--- src/design/ctsc_pkg.sv ---
// Shared constants, types and helpers of the column to span converter.
`default_nettype none

package ctsc_pkg;

    localparam int ROWS         = 64;
    localparam int COLUMN_LIMIT = 1024;

    localparam int ROW_W  = $clog2(ROWS);
    localparam int X_W    = 10;
    localparam int XL_W   = X_W + 1;
    localparam int FROW_W = 6;
    localparam int EXT_W  = 8;

    localparam logic [EXT_W-1:0] EMPTY_TOP = 8'hff;
    localparam logic [EXT_W-1:0] ROWS_E    = EXT_W'(ROWS);
    localparam logic [EXT_W-1:0] ROW_MAX_E = EXT_W'(ROWS - 1);
    localparam logic [XL_W-1:0]  LIMIT_E   = XL_W'(COLUMN_LIMIT);
    localparam logic [X_W-1:0]   X_LAST    = X_W'(COLUMN_LIMIT - 1);

    typedef struct packed {
        logic [ROW_W-1:0] tag;
        logic [X_W-1:0]   start;
    } t_cell_data;

    typedef struct packed {
        logic fwd;
        logic back;
    } t_shift;

    typedef struct packed {
        logic             en;
        logic [EXT_W-1:0] t1;
        logic [EXT_W-1:0] b1;
        logic [EXT_W-1:0] t2;
        logic [EXT_W-1:0] b2;
        logic [X_W-1:0]   x;
    } t_open;

endpackage

`default_nettype wire

--- src/design/ctsc_col_if.sv ---
// Column channel: valid/ready handshake carrying one column extent per item.
`default_nettype none

interface ctsc_col_if import ctsc_pkg::*; ();
    logic              valid;
    logic              ready;
    logic [X_W-1:0]    column_x;
    logic [FROW_W-1:0] column_top;
    logic [FROW_W-1:0] column_bottom;
    logic              column_empty;
    logic              plane_start;

    modport source (
        output valid, column_x, column_top, column_bottom, column_empty, plane_start,
        input  ready
    );
    modport sink (
        input  valid, column_x, column_top, column_bottom, column_empty, plane_start,
        output ready
    );
endinterface

`default_nettype wire

--- src/design/ctsc_span_if.sv ---
// Span channel: valid/ready handshake carrying one closed span per item.
`default_nettype none

interface ctsc_span_if import ctsc_pkg::*; ();
    logic              valid;
    logic              ready;
    logic [FROW_W-1:0] span_row;
    logic [X_W-1:0]    span_start_x;
    logic [X_W-1:0]    span_end_x;
    logic              last_span;

    modport source (
        output valid, span_row, span_start_x, span_end_x, last_span,
        input  ready
    );
    modport sink (
        input  valid, span_row, span_start_x, span_end_x, last_span,
        output ready
    );
endinterface

`default_nettype wire

--- src/design/column_to_span_converter.sv ---
// Top level: column extents in, closed horizontal spans out, over a ring of row cells.
`default_nettype none

// Usage
// i_col takes one screen column per item (x, top, bottom, empty flag, plane start),
// left to right within a plane. o_span returns one item per closed row: the row, the
// column where its span began and the column before the current one; last_span marks
// the final span that a column causes. A column that closes no row yields no item.
// Rows closed above the new top come out in ascending order, then rows closed below
// the new bottom in descending order. Send an empty column after the plane's last
// column to flush all open spans.
// Span starts live in a ring of ROWS cells that rotates one step per cycle in either
// direction unless a stalled receiver holds the walk; only the cell at the head of the
// ring is read. A column is registered, then reduced modulo COLUMN_LIMIT, then the newly
// covered rows are written; then the head seeks the first closed row by the shorter way
// round, walks the top rows, seeks the bottom-most closed row and walks back.
// i_col.ready is high only between columns.
// Reset clears the previous extent to empty, rewinds the ring and drops any pending
// span; span starts are not cleared. A stalled receiver holds the output register
// and halts the walk, but the next column is taken once the walk is done.

module column_to_span_converter import ctsc_pkg::*; (
    input  logic         i_clk,
    input  logic         i_rst_n,
    ctsc_col_if.sink     i_col,
    ctsc_span_if.source  o_span
);

    typedef enum logic [2:0] {
        S_IDLE,
        S_MOD,
        S_OPEN,
        S_TOP,
        S_BOT
    } t_state;

    t_state r_state, n_state;

    // previous column extent
    logic             r_prev_empty, n_prev_empty;
    logic [ROW_W-1:0] r_prev_top, n_prev_top;
    logic [ROW_W-1:0] r_prev_bot, n_prev_bot;

    // old (t1, b1) and new (t2, b2) extents of the column at work
    logic [EXT_W-1:0] r_t1, n_t1;
    logic [EXT_W-1:0] r_b1, n_b1;
    logic [EXT_W-1:0] r_t2, n_t2;
    logic [EXT_W-1:0] r_b2, n_b2;
    logic [X_W-1:0]   r_x, n_x;

    // close ranges: top rows ascending, bottom rows descending
    logic             r_a_on, n_a_on;
    logic [ROW_W-1:0] r_a_last, n_a_last;
    logic             r_b_on, n_b_on;
    logic [ROW_W-1:0] r_b_last, n_b_last;
    logic [ROW_W-1:0] r_cur, n_cur;

    // output register
    logic              r_out_valid, n_out_valid;
    logic [FROW_W-1:0] r_span_row, n_span_row;
    logic [X_W-1:0]    r_span_start, n_span_start;
    logic [X_W-1:0]    r_span_end, n_span_end;
    logic              r_span_last, n_span_last;

    // ring
    t_cell_data w_cell [ROWS];
    t_shift     w_shift;
    t_open      w_open;

    logic             w_accept;
    logic             w_top_ok;
    logic [EXT_W-1:0] w_top_e;
    logic [EXT_W-1:0] w_bot_e;
    logic [EXT_W-1:0] w_a_last;
    logic [EXT_W-1:0] w_t1p;
    logic [EXT_W-1:0] w_b_last;
    logic             w_a_on;
    logic             w_b_on;
    logic [XL_W-1:0]  w_x_e;
    logic [X_W-1:0]   w_endx;
    logic [ROW_W-1:0] w_head;
    logic             w_at;
    logic [ROW_W:0]   w_fwd_dist;
    logic             w_go_fwd;
    logic             w_out_free;
    logic             w_emit;
    logic             w_emit_last;

    assign w_accept   = i_col.valid && i_col.ready;
    assign w_head     = w_cell[0].tag;
    assign w_at       = (w_head == r_cur);
    assign w_out_free = !r_out_valid || o_span.ready;
    assign w_x_e      = {1'b0, r_x};
    assign w_endx     = (r_x == '0) ? X_LAST : r_x - X_W'(1);

    // shorter way round to the target row
    assign w_fwd_dist = (r_cur >= w_head) ?
                        ({1'b0, r_cur} - {1'b0, w_head}) :
                        ({1'b0, r_cur} + (ROW_W + 1)'(ROWS) - {1'b0, w_head});
    assign w_go_fwd   = (w_fwd_dist <= (ROW_W + 1)'(ROWS / 2));

    always_comb begin
        // extents of the incoming column
        w_top_e  = EXT_W'(i_col.column_top);
        w_bot_e  = EXT_W'(i_col.column_bottom);
        w_top_ok = !i_col.column_empty && (w_top_e < ROWS_E);

        // close ranges from the registered extents
        w_a_on   = (r_t1 < r_t2) && (r_t1 <= r_b1);
        w_a_last = ((r_t2 - EXT_W'(1)) < r_b1) ? (r_t2 - EXT_W'(1)) : r_b1;
        w_t1p    = w_a_on ? (w_a_last + EXT_W'(1)) : r_t1;
        w_b_on   = (r_b1 > r_b2) && (r_b1 >= w_t1p);
        w_b_last = ((r_b2 + EXT_W'(1)) > w_t1p) ? (r_b2 + EXT_W'(1)) : w_t1p;

        n_state      = r_state;
        n_prev_empty = r_prev_empty;
        n_prev_top   = r_prev_top;
        n_prev_bot   = r_prev_bot;
        n_t1         = r_t1;
        n_b1         = r_b1;
        n_t2         = r_t2;
        n_b2         = r_b2;
        n_x          = r_x;
        n_a_on       = r_a_on;
        n_a_last     = r_a_last;
        n_b_on       = r_b_on;
        n_b_last     = r_b_last;
        n_cur        = r_cur;
        w_shift      = '{fwd: 1'b0, back: 1'b0};
        w_emit       = 1'b0;
        w_emit_last  = 1'b0;

        case (r_state)
            S_IDLE: begin
                if (w_accept) begin
                    if (w_top_ok) begin
                        n_t2 = w_top_e;
                        n_b2 = (w_bot_e > ROW_MAX_E) ? ROW_MAX_E : w_bot_e;
                    end else begin
                        n_t2 = EMPTY_TOP;
                        n_b2 = '0;
                    end
                    if (i_col.plane_start || r_prev_empty) begin
                        n_t1 = EMPTY_TOP;
                        n_b1 = '0;
                    end else begin
                        n_t1 = EXT_W'(r_prev_top);
                        n_b1 = EXT_W'(r_prev_bot);
                    end
                    n_prev_empty = !w_top_ok;
                    n_prev_top   = w_top_ok ? n_t2[ROW_W-1:0] : '0;
                    n_prev_bot   = n_b2[ROW_W-1:0];
                    n_x          = i_col.column_x;
                    n_state      = S_MOD;
                end
            end
            S_MOD: begin
                // reduce the column one subtraction a cycle; latch the close ranges
                n_a_on   = w_a_on;
                n_a_last = w_a_last[ROW_W-1:0];
                n_b_on   = w_b_on;
                n_b_last = w_b_last[ROW_W-1:0];
                if (w_x_e >= LIMIT_E) begin
                    n_x = X_W'(w_x_e - LIMIT_E);
                end else begin
                    n_state = S_OPEN;
                end
            end
            S_OPEN: begin
                // newly covered rows are written by the cells this cycle
                if (r_a_on) begin
                    n_cur   = r_t1[ROW_W-1:0];
                    n_state = S_TOP;
                end else if (r_b_on) begin
                    n_cur   = r_b1[ROW_W-1:0];
                    n_state = S_BOT;
                end else begin
                    n_state = S_IDLE;
                end
            end
            S_TOP: begin
                if (w_at) begin
                    if (w_out_free) begin
                        w_emit      = 1'b1;
                        w_emit_last = (r_cur == r_a_last) && !r_b_on;
                        w_shift.fwd = 1'b1;
                        if (r_cur == r_a_last) begin
                            if (r_b_on) begin
                                n_cur   = r_b1[ROW_W-1:0];
                                n_state = S_BOT;
                            end else begin
                                n_state = S_IDLE;
                            end
                        end else begin
                            n_cur = r_cur + ROW_W'(1);
                        end
                    end
                end else begin
                    w_shift.fwd  = w_go_fwd;
                    w_shift.back = !w_go_fwd;
                end
            end
            S_BOT: begin
                if (w_at) begin
                    if (w_out_free) begin
                        w_emit       = 1'b1;
                        w_emit_last  = (r_cur == r_b_last);
                        w_shift.back = 1'b1;
                        if (r_cur == r_b_last) begin
                            n_state = S_IDLE;
                        end else begin
                            n_cur = r_cur - ROW_W'(1);
                        end
                    end
                end else begin
                    w_shift.fwd  = w_go_fwd;
                    w_shift.back = !w_go_fwd;
                end
            end
            default: begin
                n_state = S_IDLE;
            end
        endcase

        // output register: load on emit, drop once taken
        n_out_valid  = r_out_valid;
        n_span_row   = r_span_row;
        n_span_start = r_span_start;
        n_span_end   = r_span_end;
        n_span_last  = r_span_last;
        if (w_emit) begin
            n_out_valid  = 1'b1;
            n_span_row   = FROW_W'(w_cell[0].tag);
            n_span_start = w_cell[0].start;
            n_span_end   = w_endx;
            n_span_last  = w_emit_last;
        end else if (o_span.ready) begin
            n_out_valid  = 1'b0;
        end
    end

    assign w_open = '{en: (r_state == S_OPEN), t1: r_t1, b1: r_b1, t2: r_t2, b2: r_b2,
                      x: r_x};

    always_ff @(posedge i_clk) begin
        if (!i_rst_n) begin
            r_state      <= S_IDLE;
            r_prev_empty <= 1'b1;
            r_prev_top   <= '0;
            r_prev_bot   <= '0;
            r_out_valid  <= 1'b0;
        end else begin
            r_state      <= n_state;
            r_prev_empty <= n_prev_empty;
            r_prev_top   <= n_prev_top;
            r_prev_bot   <= n_prev_bot;
            r_out_valid  <= n_out_valid;
        end
        r_t1         <= n_t1;
        r_b1         <= n_b1;
        r_t2         <= n_t2;
        r_b2         <= n_b2;
        r_x          <= n_x;
        r_a_on       <= n_a_on;
        r_a_last     <= n_a_last;
        r_b_on       <= n_b_on;
        r_b_last     <= n_b_last;
        r_cur        <= n_cur;
        r_span_row   <= n_span_row;
        r_span_start <= n_span_start;
        r_span_end   <= n_span_end;
        r_span_last  <= n_span_last;
    end

    // ring of row cells; forward rotation moves the head to the next higher row
    for (genvar i = 0; i < ROWS; i++) begin : g_cell
        ctsc_row_cell u_cell (
            .i_clk       (i_clk),
            .i_rst_n     (i_rst_n),
            .i_tag_init  (ROW_W'(i)),
            .i_shift     (w_shift),
            .i_open      (w_open),
            .i_from_up   (w_cell[(i + 1) % ROWS]),
            .i_from_down (w_cell[(i + ROWS - 1) % ROWS]),
            .o_data      (w_cell[i])
        );
    end

    assign i_col.ready         = (r_state == S_IDLE);
    assign o_span.valid        = r_out_valid;
    assign o_span.span_row     = r_span_row;
    assign o_span.span_start_x = r_span_start;
    assign o_span.span_end_x   = r_span_end;
    assign o_span.last_span    = r_span_last;

    a_accept_to_mod: assert property (@(posedge i_clk) disable iff (!i_rst_n)
        w_accept |=> (r_state == S_MOD))
        else $error("accepted column did not enter modulo reduction");

    a_last_to_idle: assert property (@(posedge i_clk) disable iff (!i_rst_n)
        (w_emit && w_emit_last) |=> (r_state == S_IDLE))
        else $error("walk continued after last span");

    a_one_dir: assert property (@(posedge i_clk) disable iff (!i_rst_n)
        !(w_shift.fwd && w_shift.back))
        else $error("ring rotated both ways");

    a_top_range: assert property (@(posedge i_clk) disable iff (!i_rst_n)
        (r_state == S_TOP) |-> (r_cur <= r_a_last))
        else $error("top walk past its last row");

    a_bot_range: assert property (@(posedge i_clk) disable iff (!i_rst_n)
        (r_state == S_BOT) |-> (r_cur >= r_b_last))
        else $error("bottom walk past its last row");

endmodule

`default_nettype wire

--- src/design/ctsc_row_cell.sv ---
// One cell of the rotating row ring: holds a row tag and that row's span start.
`default_nettype none

module ctsc_row_cell import ctsc_pkg::*; (
    input  logic             i_clk,
    input  logic             i_rst_n,
    input  logic [ROW_W-1:0] i_tag_init,
    input  t_shift           i_shift,
    input  t_open            i_open,
    input  t_cell_data       i_from_up,
    input  t_cell_data       i_from_down,
    output t_cell_data       o_data
);

    logic [ROW_W-1:0] r_tag;
    logic [X_W-1:0]   r_start;
    logic [ROW_W-1:0] n_tag;
    logic [X_W-1:0]   n_start;
    t_cell_data       w_sel;
    logic [EXT_W-1:0] w_tag_e;
    logic             w_in_new;
    logic             w_in_old;

    always_comb begin
        if (i_shift.fwd) begin
            w_sel = i_from_up;
        end else if (i_shift.back) begin
            w_sel = i_from_down;
        end else begin
            w_sel = '{tag: r_tag, start: r_start};
        end
        w_tag_e  = EXT_W'(w_sel.tag);
        w_in_new = (w_tag_e >= i_open.t2) && (w_tag_e <= i_open.b2);
        w_in_old = (w_tag_e >= i_open.t1) && (w_tag_e <= i_open.b1);
        n_tag    = w_sel.tag;
        // open: rows covered now but not before take the current column
        n_start  = (i_open.en && w_in_new && !w_in_old) ? i_open.x : w_sel.start;
    end

    always_ff @(posedge i_clk) begin
        if (!i_rst_n) begin
            r_tag <= i_tag_init;
        end else begin
            r_tag <= n_tag;
        end
    end

    always_ff @(posedge i_clk) begin
        r_start <= n_start;
    end

    assign o_data = '{tag: r_tag, start: r_start};

endmodule

`default_nettype wire
--- src/flat_wrapper.sv ---
// flat-port wrapper written by rule: the top's interface ports become plain ports
module column_to_span_converter_flat import ctsc_pkg::*;
  (i_clk, i_rst_n, i_col_valid, i_col_column_x, i_col_column_top, i_col_column_bottom, i_col_column_empty, i_col_plane_start, i_col_ready, o_span_valid, o_span_span_row, o_span_span_start_x, o_span_span_end_x, o_span_last_span, o_span_ready);
  ctsc_col_if i_col_i ();
  ctsc_span_if o_span_i ();
  input  logic i_clk;
  input  logic i_rst_n;
  input wire logic [$bits(i_col_i.valid)-1:0] i_col_valid;
  input wire logic [$bits(i_col_i.column_x)-1:0] i_col_column_x;
  input wire logic [$bits(i_col_i.column_top)-1:0] i_col_column_top;
  input wire logic [$bits(i_col_i.column_bottom)-1:0] i_col_column_bottom;
  input wire logic [$bits(i_col_i.column_empty)-1:0] i_col_column_empty;
  input wire logic [$bits(i_col_i.plane_start)-1:0] i_col_plane_start;
  output wire logic [$bits(i_col_i.ready)-1:0] i_col_ready;
  output wire logic [$bits(o_span_i.valid)-1:0] o_span_valid;
  output wire logic [$bits(o_span_i.span_row)-1:0] o_span_span_row;
  output wire logic [$bits(o_span_i.span_start_x)-1:0] o_span_span_start_x;
  output wire logic [$bits(o_span_i.span_end_x)-1:0] o_span_span_end_x;
  output wire logic [$bits(o_span_i.last_span)-1:0] o_span_last_span;
  input wire logic [$bits(o_span_i.ready)-1:0] o_span_ready;
  assign i_col_i.valid = i_col_valid;
  assign i_col_i.column_x = i_col_column_x;
  assign i_col_i.column_top = i_col_column_top;
  assign i_col_i.column_bottom = i_col_column_bottom;
  assign i_col_i.column_empty = i_col_column_empty;
  assign i_col_i.plane_start = i_col_plane_start;
  assign i_col_ready = i_col_i.ready;
  assign o_span_valid = o_span_i.valid;
  assign o_span_span_row = o_span_i.span_row;
  assign o_span_span_start_x = o_span_i.span_start_x;
  assign o_span_span_end_x = o_span_i.span_end_x;
  assign o_span_last_span = o_span_i.last_span;
  assign o_span_i.ready = o_span_ready;
  column_to_span_converter u_core (.i_clk(i_clk), .i_rst_n(i_rst_n), .i_col(i_col_i), .o_span(o_span_i));
endmodule
--- config.mk ---
export PLATFORM = sky130hd
export DESIGN_NAME = column_to_span_converter_flat
export DESIGN_NICKNAME = d
export VERILOG_FILES = /design/src/design/ctsc_pkg.sv /design/src/design/ctsc_col_if.sv /design/src/design/ctsc_span_if.sv /design/src/design/column_to_span_converter.sv /design/src/design/ctsc_row_cell.sv /design/src/flat_wrapper.sv
export SDC_FILE = /design/constraint.sdc
export NUM_CORES = 2
export LEC_CHECK = 0
export BUFFER_PORTS_ARGS = -buffer_cell sky130_fd_sc_hd__buf_4
export CAP_MARGIN = 20
export CORE_UTILIZATION = 35
export CTS_CLUSTER_SIZE = 10
export DETAILED_ROUTE_END_ITERATION = 8
export MAX_ROUTING_LAYER = met4
export PLACE_DENSITY = 0.6
export SETUP_SLACK_MARGIN = 0.05
export SLEW_MARGIN = 10
export SYNTH_ARGS = -nofsm -noshare
export SYNTH_HDL_FRONTEND = slang
export SYNTH_HIERARCHICAL = 1
export SYNTH_SLANG_ARGS = --single-unit
export TNS_END_PERCENT = 5
--- constraint.sdc ---
create_clock -name i_clk -period 23.5 [get_ports i_clk]
set_input_delay 3.525 -clock i_clk [delete_from_list [all_inputs] [get_ports i_clk]]
set_output_delay 3.525 -clock i_clk [all_outputs]
set_load 0.01 [all_outputs]
Word level (Yosys, flattened, before mapping)
Cells that the tools add are included.
Storage, ports and cells
  input port bits: 28
  output and inout bits: 29
  logic and storage cells: 1082
  register bits after elaboration: 1130
Cells by class
  eq/ne operators: 17
  $lt $le $gt $ge: 265
  reduce and logical (&&, ||, !) cells: 403
  $add $sub $neg: 10
  muxes and demuxes: 238
Operator list (number)
  16-bit 2-to-1 mux: 128
  6-bit by 8-bit greater-or-equal comparator with 1-bit output: 128
  6-bit by 8-bit <= comparator with 1-bit output: 128
  10-bit 2-to-1 mux: 66
  1-bit logical AND: 260
  3-bit nonzero test: 65
  1-bit zero test: 67
  6-bit 2-to-1 mux: 11
  8-bit 2-to-1 mux: 4
  3-bit 2-to-1 mux: 10
  10-bit case mux with 2 select lines: 1
  10-bit by 1-bit subtractor with 10-bit output, second input constant: 2
  6-bit == test: 3
  6-bit case mux with 3 select lines: 1
  8-bit by 1-bit adder with 8-bit output, second input constant: 2
  8-bit greater-than comparator: 2
  8-bit less-than comparator: 2
  3-bit case mux with 5 select lines: 1
  2-bit by 1-bit inequality test with 1-bit output, second input constant: 7
  1-bit 2-to-1 mux: 13
  10-bit by 11-bit greater-or-equal comparator with 1-bit output, second input constant: 1
  10-bit zero test: 1
  8-bit greater-or-equal comparator: 1
  8-bit <= comparator: 1
  other kinds (23): 28

Depth between registers and ports, before layout
  word-level depth: 14
  gate-level depth with buffers: 24
  depth with buffers taken out: 22

Hierarchy
The synthesis kept the hierarchy.
Modules (own cells, without submodules)
  ctsc_row_cell at u_core.g_cell[0].u_cell ...: times used 63, cells each 147, area an instance 1480.2 um^2, sequential area each 420.4 um^2
  column_to_span_converter: times used 1, cells each 563, area an instance 5993.2 um^2, sequential area each 2832.7 um^2
  ctsc_row_cell at u_core.g_cell[18].u_cell: times used 1, cells each 147, area an instance 1481.4 um^2, sequential area each 420.4 um^2

Worst setup path after synthesis
OpenSTA, ideal clock, no wires.
  path kind: in2reg
  start point: in o_span_ready
  end point: reg u_core.g_cell[32].u_cell.r_start[0], enable pin
  stages: 12
  library setup time: 0.339 ns
  slack: 11.148 ns
  data required time: 23.161 ns
  arrival: 12.013 ns
  path buffers: 1
  path through: nor2b_1 -> nand2b_1 -> o211ai_1 -> a21o_1 -> o21ai_0 -> ha_1 -> and4_4 -> a311o_1 -> o221a_1 -> a211oi_2 -> buf_6 -> or3_1
RTL lines
  start, declared: line flat_wrapper.sv:20  | input wire logic [$bits(o_span_i.ready)-1:0] o_span_ready;
  end signal, assigned: line ctsc_row_cell.sv:49  | r_start <= n_start;
  end, declared: line ctsc_row_cell.sv:16  | logic [X_W-1:0] r_start;

==> flow_metrics.env <==
export IMPL_synth_ff_latch_count=1124
export IMPL_hold_fix_buffers_at_cts=0
export IMPL_timing_fmax_mhz=108.7
export IMPL_worstSetupPathType="input pin to flip-flop"
export IMPL_first_pass_grt_wire_length_um=455800
export IMPL_place_hpwl_um=195700
export IMPL_power_density_cell_area_nw_per_um2=97.28
export IMPL_floorplan_initialDensity=0.3526
export IMPL_cts_tree="yes"
export IMPL_filler_cell_count=27900
export IMPL_antenna_found_initial=3
export IMPL_post_cts_repair_setup_buffers=0
export IMPL_area_overhead_vs_synth_pct=11.94
export IMPL_report_final_setup_viol=0
export IMPL_cts_buf_count=151
export IMPL_power_leakage_nw=51.34
export IMPL_placed_cell_area_um2=108300
export IMPL_dominantRegCellSynth="sky130_fd_sc_hd__edfxtp_1"
export IMPL_route_detailed_vias_per_inst=5.287
export IMPL_layout_worst_path_cycle_share=0.3915
export IMPL_largest_net_degree_at_the_start_of_global_routing=206
export IMPL_ctsRootBufferMaster="sky130_fd_sc_hd__clkbuf_16"
export IMPL_outcome="complete, no violations"
export IMPL_routed_wirelength_um=300900
export IMPL_final_net_count=12220
export IMPL_numPortBuffers=56
export IMPL_avgRoutedWirePerCell_um=20.80
export IMPL_cp_data_required_time_ps=23950
export IMPL_seq_area_frac_synth=0.2952
export IMPL_yosys_warnings=6
export IMPL_worstPathArrival_ps=9650
export IMPL_clock_tree_htree_level_count=4
export IMPL_syn_avg_cell_area_um2=10.10
export IMPL_num_io_pins=57
export IMPL_drt_drc_violations_left=0
export IMPL_timing_worst_slew_pin_value_ps=1137
export IMPL_detail_route_first_pass_iterations=6
export IMPL_dieHeight_um=538.5
export IMPL_timing_slew_headroom=0.2418
export IMPL_routabilityCongestion=0.8280
export IMPL_final_instance_count_excl_fill=14460
export IMPL_dp_cells=14220
export IMPL_syn_area_um2=100700
export IMPL_clock_skew_final_ps=68.32
export IMPL_finalHoldWorstSlack_ps=458.3
export IMPL_route_vias_total=76460
export IMPL_clock_tree_buffer_depth=4
export IMPL_drv_cap=0
export IMPL_placeableCoreArea_um2=285700
export IMPL_postCtsResizedCells=0
export IMPL_synth_distinct_cells=77
export IMPL_synth_enable_flop_cells=723
export IMPL_maxSlewViolCount=0
export IMPL_drt_iter0_markers=5386
export IMPL_min_period_ps=9199
export IMPL_layout_setup_ws_ps=14300
export IMPL_finish_utilization=0.3946
export IMPL_finalPower_mw=10.97
export IMPL_post_synth_inst_count=9971
export IMPL_floorplan_die_width_um=538.5
export IMPL_crit_path_max_fanout=83
export IMPL_die_area_um2=289900
export IMPL_fin_setup_tns_ps=0
export IMPL_rsz0062_at_grt="false"
export IMPL_fraction_of_registers_with_async_set_or_reset_after_synthesis=0
export IMPL_globalRoute_totalOverflow=0
export IMPL_place_worst_setup_slack_ps=13480
export IMPL_ir_worst_vdd_v=0.00007694
export IMPL_number_of_global_route_vias_before_repair=72360
export IMPL_ant_nets=0
export IMPL_clkSlewWorstSetupHoldPaths_ps=50
export IMPL_timing_final_hold_violations=0
export IMPL_drive_above_1_share=0.1420
export IMPL_crit_path_end_kind="flip-flop"
export IMPL_clock_insertion_delay_worst_skew_ps=850
export IMPL_grtUsageTotal=0.2084
export IMPL_setup_worst_path_start_class="input pin"
export IMPL_clock_sink_count=1124
export IMPL_min_delay_path_class="flip-flop to flip-flop"
export IMPL_final_cell_area_um2=112700
export IMPL_placementRows=196
-- cell usage after synthesis, types with 34 or more instances --
cell type,count,area share
sky130_fd_sc_hd__o2111ai_1,69,0.0060
sky130_fd_sc_hd__o21ai_0,534,0.027
sky130_fd_sc_hd__mux2_2,354,0.040
sky130_fd_sc_hd__a211oi_2,34,0.0042
sky130_fd_sc_hd__a311o_1,34,0.0034
sky130_fd_sc_hd__or3_1,78,0.0048
sky130_fd_sc_hd__buf_1,130,0.0048
sky130_fd_sc_hd__nor2b_1,144,0.0089
sky130_fd_sc_hd__and4_4,34,0.0038
sky130_fd_sc_hd__a21oi_1,275,0.014
sky130_fd_sc_hd__nand4_1,67,0.0042
sky130_fd_sc_hd__mux2i_1,466,0.046
sky130_fd_sc_hd__inv_1,1388,0.052
sky130_fd_sc_hd__a31oi_1,39,0.0024
sky130_fd_sc_hd__a211oi_1,133,0.0099
sky130_fd_sc_hd__nor3b_1,40,0.0030
sky130_fd_sc_hd__nor3_1,47,0.0023
sky130_fd_sc_hd__nand2_1,428,0.016
sky130_fd_sc_hd__a2111oi_0,97,0.0084
sky130_fd_sc_hd__or3b_1,34,0.0030
sky130_fd_sc_hd__o21a_1,106,0.0079
sky130_fd_sc_hd__nand2b_1,138,0.0086
sky130_fd_sc_hd__edfxtp_1,723,0.22
sky130_fd_sc_hd__dfxtp_1,401,0.080
sky130_fd_sc_hd__ha_1,1582,0.20
sky130_fd_sc_hd__o21bai_1,125,0.0093
sky130_fd_sc_hd__clkbuf_1,206,0.0077
sky130_fd_sc_hd__o221a_1,34,0.0038
sky130_fd_sc_hd__mux2_4,576,0.086
sky130_fd_sc_hd__nor2_1,469,0.017
sky130_fd_sc_hd__a22o_1,640,0.056
sky130_fd_sc_hd__buf_6,64,0.0072
sky130_fd_sc_hd__nand3_1,48,0.0024
-- flip-flops by register name, summed over array words and instances (netlist names), 6 cells and up --
register	count
u_core/r_prev_top	6
u_core/r_t1	7
u_core/g_cell.u_cell/r_start	640
u_core/o_span.span_end_x	10
u_core/r_x	10
u_core/o_span.span_start_x	10
u_core/r_prev_bot	6
u_core/r_a_last	6
u_core/g_cell.u_cell/r_tag	384
u_core/r_cur	6
u_core/r_b_last	6
u_core/r_b1	6
u_core/r_t2	7
u_core/r_b2	6
u_core/o_span.span_row	6
-- power breakdown --
group / switching [mW] / internal (mW) / total, mW
combinational: 3.38 / 2.31 / 5.70
clock: 0.902 / 1.27 / 2.17
sequential: 0.421 / 2.68 / 3.10
-- area by class of cell --
class	instances	area [um^2]	area share
diodes	1	2.502	0.00002219
clock buffers	215	4215	0.03739
clock inverters	25	227.7	0.002020
inverters	1390	5218	0.04628
multi-input cells	7695	66490	0.5898
flip-flops and latches	1124	29740	0.2638
well taps	3762	4707	0.04175
repair buffers	251	2146	0.01903
-- layout by cell type, fill, tap and decap left out, types with 78 or more instances in the layout --
cell,count
sky130_fd_sc_hd__a21oi_1,275
sky130_fd_sc_hd__mux2_2,354
sky130_fd_sc_hd__conb_1,640
sky130_fd_sc_hd__or3_1,78
sky130_fd_sc_hd__o21ai_0,534
sky130_fd_sc_hd__clkbuf_16,156
sky130_fd_sc_hd__a2111oi_0,97
sky130_fd_sc_hd__ha_1,1582
sky130_fd_sc_hd__mux2_4,576
sky130_fd_sc_hd__a211oi_1,133
sky130_fd_sc_hd__o21a_1,106
sky130_fd_sc_hd__o21bai_1,125
sky130_fd_sc_hd__nor2_1,468
sky130_fd_sc_hd__nor2b_1,144
sky130_fd_sc_hd__buf_4,229
sky130_fd_sc_hd__inv_1,1388
sky130_fd_sc_hd__a22o_1,640
sky130_fd_sc_hd__dfxtp_1,401
sky130_fd_sc_hd__mux2i_1,466
sky130_fd_sc_hd__nand2_1,428
sky130_fd_sc_hd__nand2b_1,138
sky130_fd_sc_hd__edfxtp_1,723
-- worst paths after layout --
kind                            cells after the start                 start  slack [ps]                                 end
worst max-delay path                               14          o_span_ready       14300  u_core/g_cell[9].u_cell/r_start[3]
worst min-delay path                                2  u_core/r_prev_top[0]         460                u_core/r_prev_top[0]
worst max register to register                     21       u_core/r_cur[0]       14430  u_core/g_cell[9].u_cell/r_start[3]
worst min register to register                      2  u_core/r_prev_top[0]         460                u_core/r_prev_top[0]
-- routing by layer --
layer	track usage	up-vias	wire (um)
li1	-	37550	-
met1	0.2857	36850	145600
met2	0.3294	1655	134700
met3	0.02113	405	13550
met4	0.04678	0	6985
met5	-	-	0
-- worst max-delay path: stages --
cell                       delay (ps)
sky130_fd_sc_hd__buf_4             80
sky130_fd_sc_hd__nor2b_1           60
sky130_fd_sc_hd__nor4_1           380
sky130_fd_sc_hd__o22a_4           580
sky130_fd_sc_hd__buf_4            810
sky130_fd_sc_hd__buf_4            940
sky130_fd_sc_hd__mux2i_1          180
sky130_fd_sc_hd__o21ai_0          570
sky130_fd_sc_hd__ha_1             360
sky130_fd_sc_hd__and4_4           190
sky130_fd_sc_hd__a311o_1          340
sky130_fd_sc_hd__o221a_1          290
sky130_fd_sc_hd__a211oi_4         730
sky130_fd_sc_hd__or3_1            460
-- cell families (layout without fill, tap and decap cells) --
group | count (synthesis) | count (layout) | synth area share
adders and majority gates | 1584 | 1584 | 0.1968
AOI/OAI and AO/OA | 2385 | 2385 | 0.1766
xor gates and xnor gates | 34 | 34 | 0.002956
DFF | 1124 | 1124 | 0.2952
and+or+nand+nor | 1625 | 1625 | 0.08160
muxes | 1427 | 1427 | 0.1752
buffers and inverters | 1790 | 1881 | 0.07148
other | 2 | 641 | 0.00007456
Note: power is estimated with default switching activity, not from simulation.
